==> config.mk <==
export PLATFORM = sky130hd
export DESIGN_NAME = key_click_classifier_top_flat
export DESIGN_NICKNAME = d
export VERILOG_FILES = /design/src/hdl/kcc_pkg.sv /design/src/hdl/kcc_tick_if.sv /design/src/hdl/kcc_result_if.sv /design/src/hdl/kcc_cfg_if.sv /design/src/hdl/key_click_classifier_top.sv /design/src/flat_wrapper.sv
export SDC_FILE = /design/constraint.sdc
export NUM_CORES = 1
export LEC_CHECK = 0
export BUFFER_PORTS_ARGS = -buffer_cell sky130_fd_sc_hd__clkbuf_2
export CORE_MARGIN = 8
export CORE_UTILIZATION = 45
export DETAILED_ROUTE_END_ITERATION = 8
export GPL_ROUTABILITY_DRIVEN = 0
export PLACE_DENSITY = 0.61
export SYNTH_ARGS = -nofsm -noshare
export SYNTH_HDL_FRONTEND = slang
export SYNTH_SLANG_ARGS = --single-unit
==> constraint.sdc <==
create_clock -name clk -period 16 [get_ports clk]
set_input_delay 3.2 -clock clk [delete_from_list [all_inputs] [get_ports clk]]
set_output_delay 3.2 -clock clk [all_outputs]
set_load 0.01 [all_outputs]
==> src/hdl/kcc_pkg.sv <==
// Package for the key click classifier: sizes, mode and event codes,
// register indices and the layout of one per-key state entry.
// Depends on nothing; every other file of the block imports it.
package kcc_pkg;

	localparam int NUM_KEYS   = 8;
	localparam int TIMER_BITS = 16;
	localparam int KEY_W      = 3;
	localparam int IDX_W      = $clog2(NUM_KEYS);
	localparam int CNT_W      = 4;
	localparam int THR_W      = 16;
	localparam int CMP_W      = (TIMER_BITS > THR_W) ? TIMER_BITS : THR_W;
	localparam int CFG_IDX_W  = 3;
	localparam int CFG_DATA_W = 16;

	typedef enum logic [4:0] {
		MODE_IDLE     = 5'b00001,
		MODE_DEBOUNCE = 5'b00010,
		MODE_PRESSED  = 5'b00100,
		MODE_LONG     = 5'b01000,
		MODE_RELEASED = 5'b10000
	} mode_t;

	typedef enum logic [2:0] {
		EV_NONE    = 3'd0,
		EV_PRESS   = 3'd1,
		EV_LONG    = 3'd2,
		EV_RELEASE = 3'd3,
		EV_CLICK   = 3'd4,
		EV_DOUBLE  = 3'd5
	} event_t;

	typedef enum logic [CFG_IDX_W-1:0] {
		CFG_KEY_COUNT    = 3'd0,
		CFG_POLARITY     = 3'd1,
		CFG_DEBOUNCE     = 3'd2,
		CFG_LONG_PRESS   = 3'd3,
		CFG_DOUBLE_CLICK = 3'd4
	} cfg_idx_t;

	typedef struct packed {
		mode_t                 mode;
		logic [TIMER_BITS-1:0] timer;
		logic                  prev;
	} key_entry_t;

	localparam key_entry_t STATE_RESET = '{mode: MODE_IDLE, timer: '0, prev: 1'b0};

endpackage

==> src/hdl/kcc_tick_if.sv <==
// Channel carrying one tick sample of one key.
// Depends on kcc_pkg.
interface kcc_tick_if;
	import kcc_pkg::*;

	logic             valid;
	logic             ready;
	logic [KEY_W-1:0] key_index;
	logic             pin_level;

	modport source (output valid, key_index, pin_level, input ready);
	modport sink (input valid, key_index, pin_level, output ready);
endinterface

==> src/hdl/kcc_result_if.sv <==
// Channel carrying one classified key event.
// Depends on kcc_pkg.
interface kcc_result_if;
	import kcc_pkg::*;

	logic             valid;
	logic             ready;
	logic [KEY_W-1:0] event_key;
	logic [2:0]       event_code;
	logic             is_held;

	modport source (output valid, event_key, event_code, is_held, input ready);
	modport sink (input valid, event_key, event_code, is_held, output ready);
endinterface

==> src/hdl/kcc_cfg_if.sv <==
// Configuration write channel: register index and write data.
// Depends on kcc_pkg.
interface kcc_cfg_if;
	import kcc_pkg::*;

	logic                  valid;
	logic                  ready;
	logic [CFG_IDX_W-1:0]  index;
	logic [CFG_DATA_W-1:0] data;

	modport source (output valid, index, data, input ready);
	modport sink (input valid, index, data, output ready);
endinterface

==> src/hdl/key_click_classifier_top.sv <==
// Key click classifier: debounces per-key tick samples and reports press, long press,
// release, click and double click events, one result transaction per sample.
// Depends on kcc_pkg, kcc_tick_if, kcc_result_if and kcc_cfg_if.
//
// A new sample is accepted every clock cycle unless the output stalls.
// The per-key state sits in one memory of NUM_KEYS entries with a registered read port:
// the sample's entry is read on acceptance, updated in the following cycle and written
// back as the result enters the output register; a write to the key read in the same
// cycle is forwarded. Per-entry valid bits make the state clear immediately after reset.
// Configuration writes are always accepted and take effect on the next cycle.
module key_click_classifier_top (
	input logic clk,
	input logic arst_n,
	kcc_tick_if.sink tick,
	kcc_result_if.source result,
	kcc_cfg_if.sink cfg
);
	import kcc_pkg::*;

	logic [CNT_W-1:0]    key_count_q;
	logic [NUM_KEYS-1:0] polarity_q;
	logic [THR_W-1:0]    debounce_q;
	logic [THR_W-1:0]    long_press_q;
	logic [THR_W-1:0]    double_click_q;

	key_entry_t          mem_q [NUM_KEYS];
	logic [NUM_KEYS-1:0] valid_q;

	logic             s1_valid_q;
	logic [KEY_W-1:0] key_s1;
	logic             raw_s1;
	key_entry_t       rd_s1;
	logic             rd_valid_s1;
	logic             fwd_s1;
	key_entry_t       fwd_data_s1;

	logic             out_valid_q;
	logic [KEY_W-1:0] out_key_q;
	event_t           out_code_q;
	logic             out_held_q;

	logic             tick_acc;
	logic             adv;
	logic             active;
	logic             wr_en;
	logic             cur;
	logic             rise;
	key_entry_t       st;
	key_entry_t       nxt;
	event_t           ev;
	logic [TIMER_BITS-1:0] t_inc;
	logic [CMP_W-1:0] t_inc_ext;

	assign cfg.ready = 1'b1;

	always_ff @(posedge clk or negedge arst_n) begin
		if (!arst_n) begin
			key_count_q    <= '0;
			polarity_q     <= '1;
			debounce_q     <= THR_W'(20);
			long_press_q   <= THR_W'(1000);
			double_click_q <= THR_W'(300);
		end else if (cfg.valid) begin
			case (cfg_idx_t'(cfg.index))
				CFG_KEY_COUNT:    key_count_q    <= cfg.data[CNT_W-1:0];
				CFG_POLARITY:     polarity_q     <= cfg.data[NUM_KEYS-1:0];
				CFG_DEBOUNCE:     debounce_q     <= cfg.data[THR_W-1:0];
				CFG_LONG_PRESS:   long_press_q   <= cfg.data[THR_W-1:0];
				CFG_DOUBLE_CLICK: double_click_q <= cfg.data[THR_W-1:0];
				default: begin
				end
			endcase
		end
	end

	assign adv        = s1_valid_q && (!out_valid_q || result.ready);
	assign tick.ready = !s1_valid_q || adv;
	assign tick_acc   = tick.valid && tick.ready;

	always_ff @(posedge clk or negedge arst_n) begin
		if (!arst_n) begin
			s1_valid_q <= 1'b0;
		end else if (tick_acc) begin
			s1_valid_q <= 1'b1;
		end else if (adv) begin
			s1_valid_q <= 1'b0;
		end
	end

	always_ff @(posedge clk) begin
		if (tick_acc) begin
			key_s1      <= tick.key_index;
			raw_s1      <= tick.pin_level;
			rd_s1       <= mem_q[tick.key_index[IDX_W-1:0]];
			rd_valid_s1 <= valid_q[tick.key_index[IDX_W-1:0]];
			fwd_s1      <= wr_en && (key_s1 == tick.key_index);
			fwd_data_s1 <= nxt;
		end
	end

	always_ff @(posedge clk) begin
		if (wr_en) begin
			mem_q[key_s1[IDX_W-1:0]] <= nxt;
		end
	end

	always_ff @(posedge clk or negedge arst_n) begin
		if (!arst_n) begin
			valid_q <= '0;
		end else if (wr_en) begin
			valid_q[key_s1[IDX_W-1:0]] <= 1'b1;
		end
	end

	assign active = ({1'b0, key_s1} < key_count_q) && ({1'b0, key_s1} < CNT_W'(NUM_KEYS));
	assign wr_en  = adv && active;

	always_comb begin
		st        = fwd_s1 ? fwd_data_s1 : (rd_valid_s1 ? rd_s1 : STATE_RESET);
		cur       = polarity_q[key_s1[IDX_W-1:0]] ? !raw_s1 : raw_s1;
		rise      = cur && !st.prev;
		t_inc     = (st.timer == '1) ? st.timer : st.timer + TIMER_BITS'(1);
		t_inc_ext = CMP_W'(t_inc);
		nxt       = st;
		nxt.prev  = cur;
		ev        = EV_NONE;
		case (st.mode)
			MODE_IDLE: begin
				if (rise) begin
					nxt.mode  = MODE_DEBOUNCE;
					nxt.timer = '0;
				end
			end
			MODE_DEBOUNCE: begin
				if (cur) begin
					nxt.timer = t_inc;
					if (t_inc_ext >= CMP_W'(debounce_q)) begin
						nxt.mode  = MODE_PRESSED;
						nxt.timer = '0;
						ev        = EV_PRESS;
					end
				end else begin
					nxt.mode = MODE_IDLE;
				end
			end
			MODE_PRESSED: begin
				if (cur) begin
					nxt.timer = t_inc;
					if (t_inc_ext >= CMP_W'(long_press_q)) begin
						nxt.mode = MODE_LONG;
						ev       = EV_LONG;
					end
				end else begin
					nxt.mode  = MODE_RELEASED;
					nxt.timer = '0;
					ev        = EV_RELEASE;
				end
			end
			MODE_LONG: begin
				if (!cur) begin
					nxt.mode = MODE_IDLE;
					ev       = EV_RELEASE;
				end
			end
			MODE_RELEASED: begin
				nxt.timer = t_inc;
				if (rise) begin
					nxt.mode = MODE_IDLE;
					ev       = EV_DOUBLE;
				end else if (t_inc_ext >= CMP_W'(double_click_q)) begin
					nxt.mode = MODE_IDLE;
					ev       = EV_CLICK;
				end
			end
			default: begin
				nxt.mode = MODE_IDLE;
			end
		endcase
	end

	always_ff @(posedge clk or negedge arst_n) begin
		if (!arst_n) begin
			out_valid_q <= 1'b0;
		end else if (adv) begin
			out_valid_q <= 1'b1;
		end else if (result.ready) begin
			out_valid_q <= 1'b0;
		end
	end

	always_ff @(posedge clk) begin
		if (adv) begin
			out_key_q  <= key_s1;
			out_code_q <= active ? ev : EV_NONE;
			out_held_q <= active && cur;
		end
	end

	assign result.valid      = out_valid_q;
	assign result.event_key  = out_key_q;
	assign result.event_code = out_code_q;
	assign result.is_held    = out_held_q;

	// An accepted sample always occupies the update stage in the next cycle.
	a_accept_fills_s1: assert property (@(posedge clk) disable iff (!arst_n)
		tick_acc |=> s1_valid_q)
		else $error("accepted sample did not reach the update stage");

	// Forwarded state is only ever used by a live sample.
	a_fwd_live: assert property (@(posedge clk) disable iff (!arst_n)
		fwd_s1 && !s1_valid_q |-> !tick_acc || !wr_en)
		else $error("forwarding flagged without a sample in flight");

	// An unregistered key yields an empty event with the key released.
	a_unreg_none: assert property (@(posedge clk) disable iff (!arst_n)
		adv && !active |=> result.valid && result.event_code == EV_NONE && !result.is_held)
		else $error("unregistered key produced an event");

	// A write-back marks its entry as holding valid state.
	a_wr_marks_valid: assert property (@(posedge clk) disable iff (!arst_n)
		wr_en |=> valid_q[$past(key_s1[IDX_W-1:0])])
		else $error("written entry not marked valid");

	// A result moves into the output register only when the previous one has gone.
	a_no_overwrite: assert property (@(posedge clk) disable iff (!arst_n)
		adv |-> !out_valid_q || result.ready)
		else $error("pending result overwritten");

endmodule

==> src/flat_wrapper.sv <==
// flat-port wrapper written by rule: the top's interface ports become plain ports
module key_click_classifier_top_flat import kcc_pkg::*;
  (clk, arst_n, tick_valid, tick_key_index, tick_pin_level, tick_ready, result_valid, result_event_key, result_event_code, result_is_held, result_ready, cfg_valid, cfg_index, cfg_data, cfg_ready);
  kcc_tick_if tick_i ();
  kcc_result_if result_i ();
  kcc_cfg_if cfg_i ();
  input logic clk;
  input logic arst_n;
  input wire logic [$bits(tick_i.valid)-1:0] tick_valid;
  input wire logic [$bits(tick_i.key_index)-1:0] tick_key_index;
  input wire logic [$bits(tick_i.pin_level)-1:0] tick_pin_level;
  output wire logic [$bits(tick_i.ready)-1:0] tick_ready;
  output wire logic [$bits(result_i.valid)-1:0] result_valid;
  output wire logic [$bits(result_i.event_key)-1:0] result_event_key;
  output wire logic [$bits(result_i.event_code)-1:0] result_event_code;
  output wire logic [$bits(result_i.is_held)-1:0] result_is_held;
  input wire logic [$bits(result_i.ready)-1:0] result_ready;
  input wire logic [$bits(cfg_i.valid)-1:0] cfg_valid;
  input wire logic [$bits(cfg_i.index)-1:0] cfg_index;
  input wire logic [$bits(cfg_i.data)-1:0] cfg_data;
  output wire logic [$bits(cfg_i.ready)-1:0] cfg_ready;
  assign tick_i.valid = tick_valid;
  assign tick_i.key_index = tick_key_index;
  assign tick_i.pin_level = tick_pin_level;
  assign tick_ready = tick_i.ready;
  assign result_valid = result_i.valid;
  assign result_event_key = result_i.event_key;
  assign result_event_code = result_i.event_code;
  assign result_is_held = result_i.is_held;
  assign result_i.ready = result_ready;
  assign cfg_i.valid = cfg_valid;
  assign cfg_i.index = cfg_index;
  assign cfg_i.data = cfg_data;
  assign cfg_ready = cfg_i.ready;
  key_click_classifier_top u_core (.clk(clk), .arst_n(arst_n), .tick(tick_i), .result(result_i), .cfg(cfg_i));
endmodule
==> metrics.yaml, run 1 <==
status: "finished, final reports clean"
synth_ff_type: "edfxtp_1"
clock_path_buffers: 3
drc: 0
grt_max_degree: 71
yosys.area_share.xor_xnor_pct: 1.15
via_count: 7801
finalSetupViolations: 0
antenna_found_initial: 0
numCtsBuffers: 31
grt_pass1_vias: 7946
crit_type: "in2out"
rsz0062_at_grt: "no"
wl_um: 28200
grt.busiest_layer: "met2"
synth_top_family_by_area: "multiplexers"
synth-edff-count: 233
final_hold_viol_count: 0
final_core_util_pct: 50.7
syn-num-nets: 1019
worst_clock_skew_ns: 0.00948
layout_min_cycle_time_ns: 6.81
fin_total_pwr_mw: 1.96
slew_viol_final: 0
p_leak_nw: 5.60
die_w_um: 190
cp-start-kind: "input port"
clock.fmax_ghz: 0.147
crit_arrival_ns: 3.61
synth-compound-area-share_pct: 7.31
postCtsHoldBufs: 0
syn2layout_area_growth_pct: 12.2
gr-usage-met2_pct: 25.7
synth_mux_area_share_pct: 12.3
post_cts.repair.setup_buffers: 0
htreeDepth: 1
critPathMaxFanout: 3
ys_ff_latch: 303
boundaryPins: 38
die_h_um: 190
portBuffers: 36
ys_async_sr_fraction_pct: 23.1
worstHoldPathType: "reg2reg"
synthAdderAreaFrac_pct: 4.67
drive_gt1_share_pct: 23.3
synth-simple-area-share_pct: 7.77
relSlewSlack_pct: 27.3
yosysSeqAreaShare_pct: 64.2
fillCellCount: 2554
hpwl_um: 18400
nets: 1069
crit_required_ns: 12.80
routedWlPerCell_um: 20.0
syn_area_per_cell_um2: 14.5
viasPerCell: 5.53
met3_usage_pct: 2.10
tns_ns: 0
coreArea_um2: 30300
worst_pin_slew_ns: 1.08
drt_iter0_markers: 452
synth_cell_types: 69
final_antenna_net_count: 0
cts_tree: "built"
cts_resized: 0
grt.total_usage_pct: 15.7
cap_violations: 0
dieArea_um2: 36200
ir_drop_v: 0.0000827
clockRootBuffer: "clkbuf_16"
overflow: 0
firstDrtPassIters: 5
yosysWarnings: 0
netlist_instances: 940
critPathCaptureType: "output port"
clk_pin_slew_ns: 0.06
start_util_pct: 45.2
grt_pass1_wl_um: 45000
place_area_um2: 14300
clk_latency_ns: 0.55
power_density_nw_per_um2: 128
cts_sinks: 303
rows: 64
period_share_pct: 42.6
grtUsageMet1_pct: 22.2
diodes: 0
design_area_um2: 15300
syn-cell-area_um2: 13700
==> layout make-up <==
| type | count | area [µm²] | area share, % |
|---|---|---|---|
| clock buffer | 41 | 833 | 5.43 |
| clock inverter | 17 | 160 | 1.04 |
| inverter | 54 | 208 | 1.35 |
| multi-input combinational | 549 | 4570 | 29.8 |
| sequential | 303 | 8770 | 57.2 |
| tap | 396 | 495 | 3.23 |
| timing repair buffer | 51 | 295 | 1.93 |
==> cell families after synthesis <==
family / after synthesis
AO/OA/AOI/OAI: 163
XOR/XNOR: 18
adder cells (fa/ha/maj): 51
buffers and inverters: 88
flip-flops: 303
multiplexers: 104
other: 1
AND/OR/NAND/NOR: 212
==> where the power goes <==
part | total [mW] | switching [mW] | internal [mW]
registers | 0.975 | 0.0297 | 0.945
clock network | 0.699 | 0.287 | 0.412
logic | 0.290 | 0.176 | 0.114
total | 1.96 | 0.492 | 1.47
==> cell usage in the layout (no fill, tap or decap), types with 6 or more instances in the layout <==
master       n
buf_4       16
edfxtp_1   233
nand3b_1     7
o21ai_0     62
clkbuf_16   31
nand2_1     77
nand4_1      6
nor2_1      29
ha_1        51
inv_1       53
mux2_2      51
dfrtp_1     50
a21oi_1     35
a22oi_1      9
nand2b_1    11
nor2_2       9
a21o_1      10
xnor2_1     12
mux4_2      46
clkinv_1     7
nor3_1       6
nand3_1     25
dfstp_2     20
clkbuf_1     8
clkbuf_2    34
a31oi_1      6
mux2i_1      7
xor2_1       6
==> final timing paths <==
kind,from,to,slack (ns),cells past startpoint
max reg2reg,u_core.rd_valid_s1,u_core.mem_q[7][1],9.66,14
min in group asynchronous,arst_n,u_core.key_count_q[1],2.85,2
max in group asynchronous,arst_n,u_core.double_click_q[12],12.55,2
max,result_ready,tick_ready,9.19,3
min,u_core.valid_q[0],u_core.valid_q[0],0.47,1
min reg2reg,u_core.valid_q[0],u_core.valid_q[0],0.47,1
==> registers in the layout (all words and copies together) (netlist names) <==
register / flops
u_core.key_s1: 3
u_core.debounce_q: 16
u_core.result.is_held: 1
u_core.result.event_key: 3
u_core.key_count_q: 4
u_core.rd_s1: 22
u_core.result.event_code: 3
u_core.raw_s1: 1
u_core.rd_valid_s1: 1
u_core.fwd_data_s1: 22
u_core.valid_q: 8
u_core.long_press_q: 16
u_core.polarity_q: 8
u_core.mem_q: 176
u_core.double_click_q: 16
u_core.result.valid: 1
u_core.fwd_s1: 1
u_core.s1_valid_q: 1
==> Yosys cell counts, types with 3 or more instances <==
library cell / n / area (µm²)
o21bai_1: 4 / 30.0
mux2_2: 51 / 574
mux2i_1: 7 / 70.1
mux4_2: 46 / 1040
nand4b_1: 3 / 26.3
and2_1: 5 / 31.3
buf_2: 6 / 30.0
a22o_1: 3 / 26.3
a31oi_1: 6 / 37.5
nand2_1: 77 / 289
a211oi_1: 3 / 22.5
dfstp_2: 20 / 526
nand2b_1: 11 / 68.8
xnor2_1: 12 / 105
a21oi_1: 35 / 175
ha_1: 51 / 638
a21o_1: 10 / 75.1
o22ai_1: 3 / 18.8
a22oi_1: 9 / 67.6
edfxtp_1: 233 / 7000
nor2_1: 38 / 143
nor3_1: 7 / 35.0
o21ai_1: 3 / 15.0
buf_1: 6 / 22.5
xor2_1: 6 / 52.6
or2_2: 5 / 31.3
o211ai_1: 4 / 30.0
nand4_1: 6 / 37.5
nand3_1: 25 / 125
dfrtp_1: 50 / 1250
nor2b_1: 5 / 31.3
nor3b_1: 5 / 37.5
o21ai_0: 62 / 310
clkbuf_1: 19 / 71.3
inv_1: 53 / 199
nand3b_1: 7 / 52.6
==> metrics by stage <==
step	worst slack, ns	cells	hold slack, ns
after CTS	9.18	1411	0.468
after floorplan	9.39	940	0.434
after detailed placement	9.19	1353	0.455
after global placement	9.20	1353	0.446
after global routing	8.93	1411	0.502
final	9.19	1411	0.470
==> critical path, stage by stage <==
cell and delay (ns):
clkbuf_2 0.09, nand3b_1 0.18, clkbuf_2 0.15
==> metal layers <==
layer | wire (µm) | vias to the layer above
met5 | 0 | -
met4 | 457 | 0
met3 | 1220 | 34
met2 | 13300 | 147
met1 | 13300 | 3936
li1 | - | 3684
Power figures use the tool's default switching activity.
==> inputs of run 2 (changes only) <==
==> constraint.sdc (replaced) <==
create_clock -name clk -period 6.6 [get_ports clk]
set_input_delay 1.32 -clock clk [delete_from_list [all_inputs] [get_ports clk]]
set_output_delay 1.32 -clock clk [all_outputs]
set_load 0.01 [all_outputs]
==> run 2 against run 1 <==
Against the previous run: final cell count grew 0.28%; global-route usage is 0.39 points higher; non-clock buffer count rose by 6; critical endpoint is now u_core.mem_q[2][2].
==> metrics.yaml, run 2 (synthesis gave the netlist of run 1 again) <==
cp-startpoint: "u_core.fwd_s1"
whs_ns: 0.466  # -0.00419 ns
relSlewSlack_pct: 19.1  # -8.2 points
cts_tree: "built"
tns_ns: 0  # unchanged
status: "finished, final reports clean"
cp-start-kind: "register"
routedWlPerCell_um: 20.4  # +2.1%
final_hold_viol_count: 0  # unchanged
cts_resized: 0  # unchanged
layout.cells.non_filler: 1415  # +0.28%
largest_register_ffs: 176  # unchanged
crit_type: "reg2reg"
drt_iter0_markers: 591  # +31%
worst_pin_slew_ns: 1.20  # +0.117 ns
viasPerCell: 5.55  # +0.43%
boundaryPins: 38  # unchanged
start_util_pct: 45.2  # unchanged
r2r_start: "u_core.fwd_s1"
place_ws_ns: 0.914  # -8.27 ns
critPathMaxStageDelay_ns: 0.79  # +0.61 ns
clock.fmax_ghz: 0.177
ir_drop_v: 0.000185  # +120%
period_share_pct: 85.7
final_cell_mix: "edfxtp_1 (233), nand2_1 (77), o21ai_0 (62)"
post_cts.repair.setup_buffers: 0  # unchanged
coreArea_um2: 30300  # unchanged
htreeDepth: 1  # unchanged
crit_path_top_delay_cell: "o21ai_0"
postCtsHoldBufs: 0  # unchanged
rows: 64  # unchanged
cap_violations: 0  # unchanged
critPathMaxFanout: 27  # +24
firstDrtPassIters: 5  # unchanged
clockRootBuffer: "clkbuf_16"
final_common_cell: "edfxtp_1"
clock_path_buffers: 3  # unchanged
rsz0062_at_grt: "no"
grt_max_degree: 71  # unchanged
grt_pass1_vias: 7991  # +0.57%
drc: 0  # unchanged
power_density_nw_per_um2: 307  # +140%
via_count: 7857  # +0.72%
dp.cells: 1359  # +0.44%
finalSetupViolations: 0  # unchanged
cts_sinks: 303  # unchanged
final_antenna_net_count: 0  # unchanged
p_leak_nw: 5.61  # +0.23%
fin_total_pwr_mw: 4.70  # +140%
wl_um: 28900  # +2.4%
worstHoldPathType: "reg2reg"
slew_viol_final: 0  # unchanged
crit_arrival_ns: 5.87  # +2.26 ns
hpwl_um: 19200  # +4.7%
cp_common_cell: "o21ai_0"
syn2layout_area_growth_pct: 12.1  # about the same
drive_gt1_share_pct: 23.7  # +0.40 points
crit_chain: "buf_4, nor2b_1, a22o_1, nand4_1, or2_2, o21ai_0, ha_1, o211ai_1, a21oi_1, a2111oi_0, o21ai_0, o31ai_2, buf_4, a21oi_1, o21ai_0"
diodes: 0  # unchanged
die_w_um: 190  # unchanged
grt_pass1_wl_um: 45900  # +2.0%
die_h_um: 190  # unchanged
clk_latency_ns: 0.55  # about the same
crit_required_ns: 6.81  # -5.99 ns
overflow: 0  # unchanged
nets: 1074  # +0.47%
worst_slack_ns: 0.942  # -8.25 ns
antenna_found_initial: 0  # unchanged
grt.total_usage_pct: 16.1  # +0.39 points
numCtsBuffers: 30  # -3.2%
layout_min_cycle_time_ns: 5.66
portBuffers: 36  # unchanged
critPathCaptureType: "register"
worst_clock_skew_ns: 0.0197  # +0.0102 ns
fillCellCount: 2559  # +0.20%
dieArea_um2: 36200  # unchanged
clk_pin_slew_ns: 0.06  # about the same
hp-start: "u_core.valid_q[6]"
## run 2: changes by cell type in the layout (fill, tap and decap cells not counted), sizes merged
| cell | change |
|---|---|
| clkbuf | +5 |
| buf | +6 |
| clkinv | -3 |
| bufinv | -2 |
| clkinvlp | -2 |
## run 2: metrics by stage
stage                     instance area (µm²)  util, %
after floorplan                         13700        -
after global placement                  14400     47.5
after detailed placement                14400     47.5
after CTS                               15300     50.6
after global routing                    15300     50.6
final                                   15300     50.6
## run 2: worst paths after layout
path,cells past startpoint,slack (ns),to
min in group asynchronous,2,0.97,u_core.key_count_q[2]
setup / recovery,15,0.94,u_core.mem_q[2][2]
hold reg to reg,1,0.47,u_core.valid_q[6]
max in group asynchronous,2,5.05,u_core.long_press_q[10]
setup reg to reg,15,0.94,u_core.mem_q[2][2]
hold / removal,1,0.47,u_core.valid_q[6]
## run 2: final cells by class
class                      count  area [µm²]  share of cell area [%]
sequential                   303        8770                    57.2
multi-input combinational    549        4570                    29.8
clock buffer                  46         862                    5.62
tap                          396         495                    3.23
timing repair buffer          57         340                    2.22
inverter                      54         208                    1.36
clock inverter                10        76.3                   0.498
## run 2: where the power goes
part,switching (mW),internal [mW],leakage (nW)
clock,0.679,0.935,0.463
sequential,0.0702,2.29,2.96
combinational,0.440,0.286,2.18
## run 2: worst max-delay path, delay by kind of cell, from the launching register on
family	cells	cell delay, ns
adder cells (fa/ha/maj)	1	0.33
buffers and inverters	2	0.57
AND/OR/NAND/NOR	3	1.17
AO/OA/AOI/OAI	9	2.72
flip-flops	1	0.52
## run 2: metal layers
layer	GRT usage, %	vias up	share of wire [%]
li1	-	3672	-
met1	23.0	4029	48
met2	26.1	126	47
met3	2.01	30	3.7
met4	3.88	0	1.7
met5	0	-	0
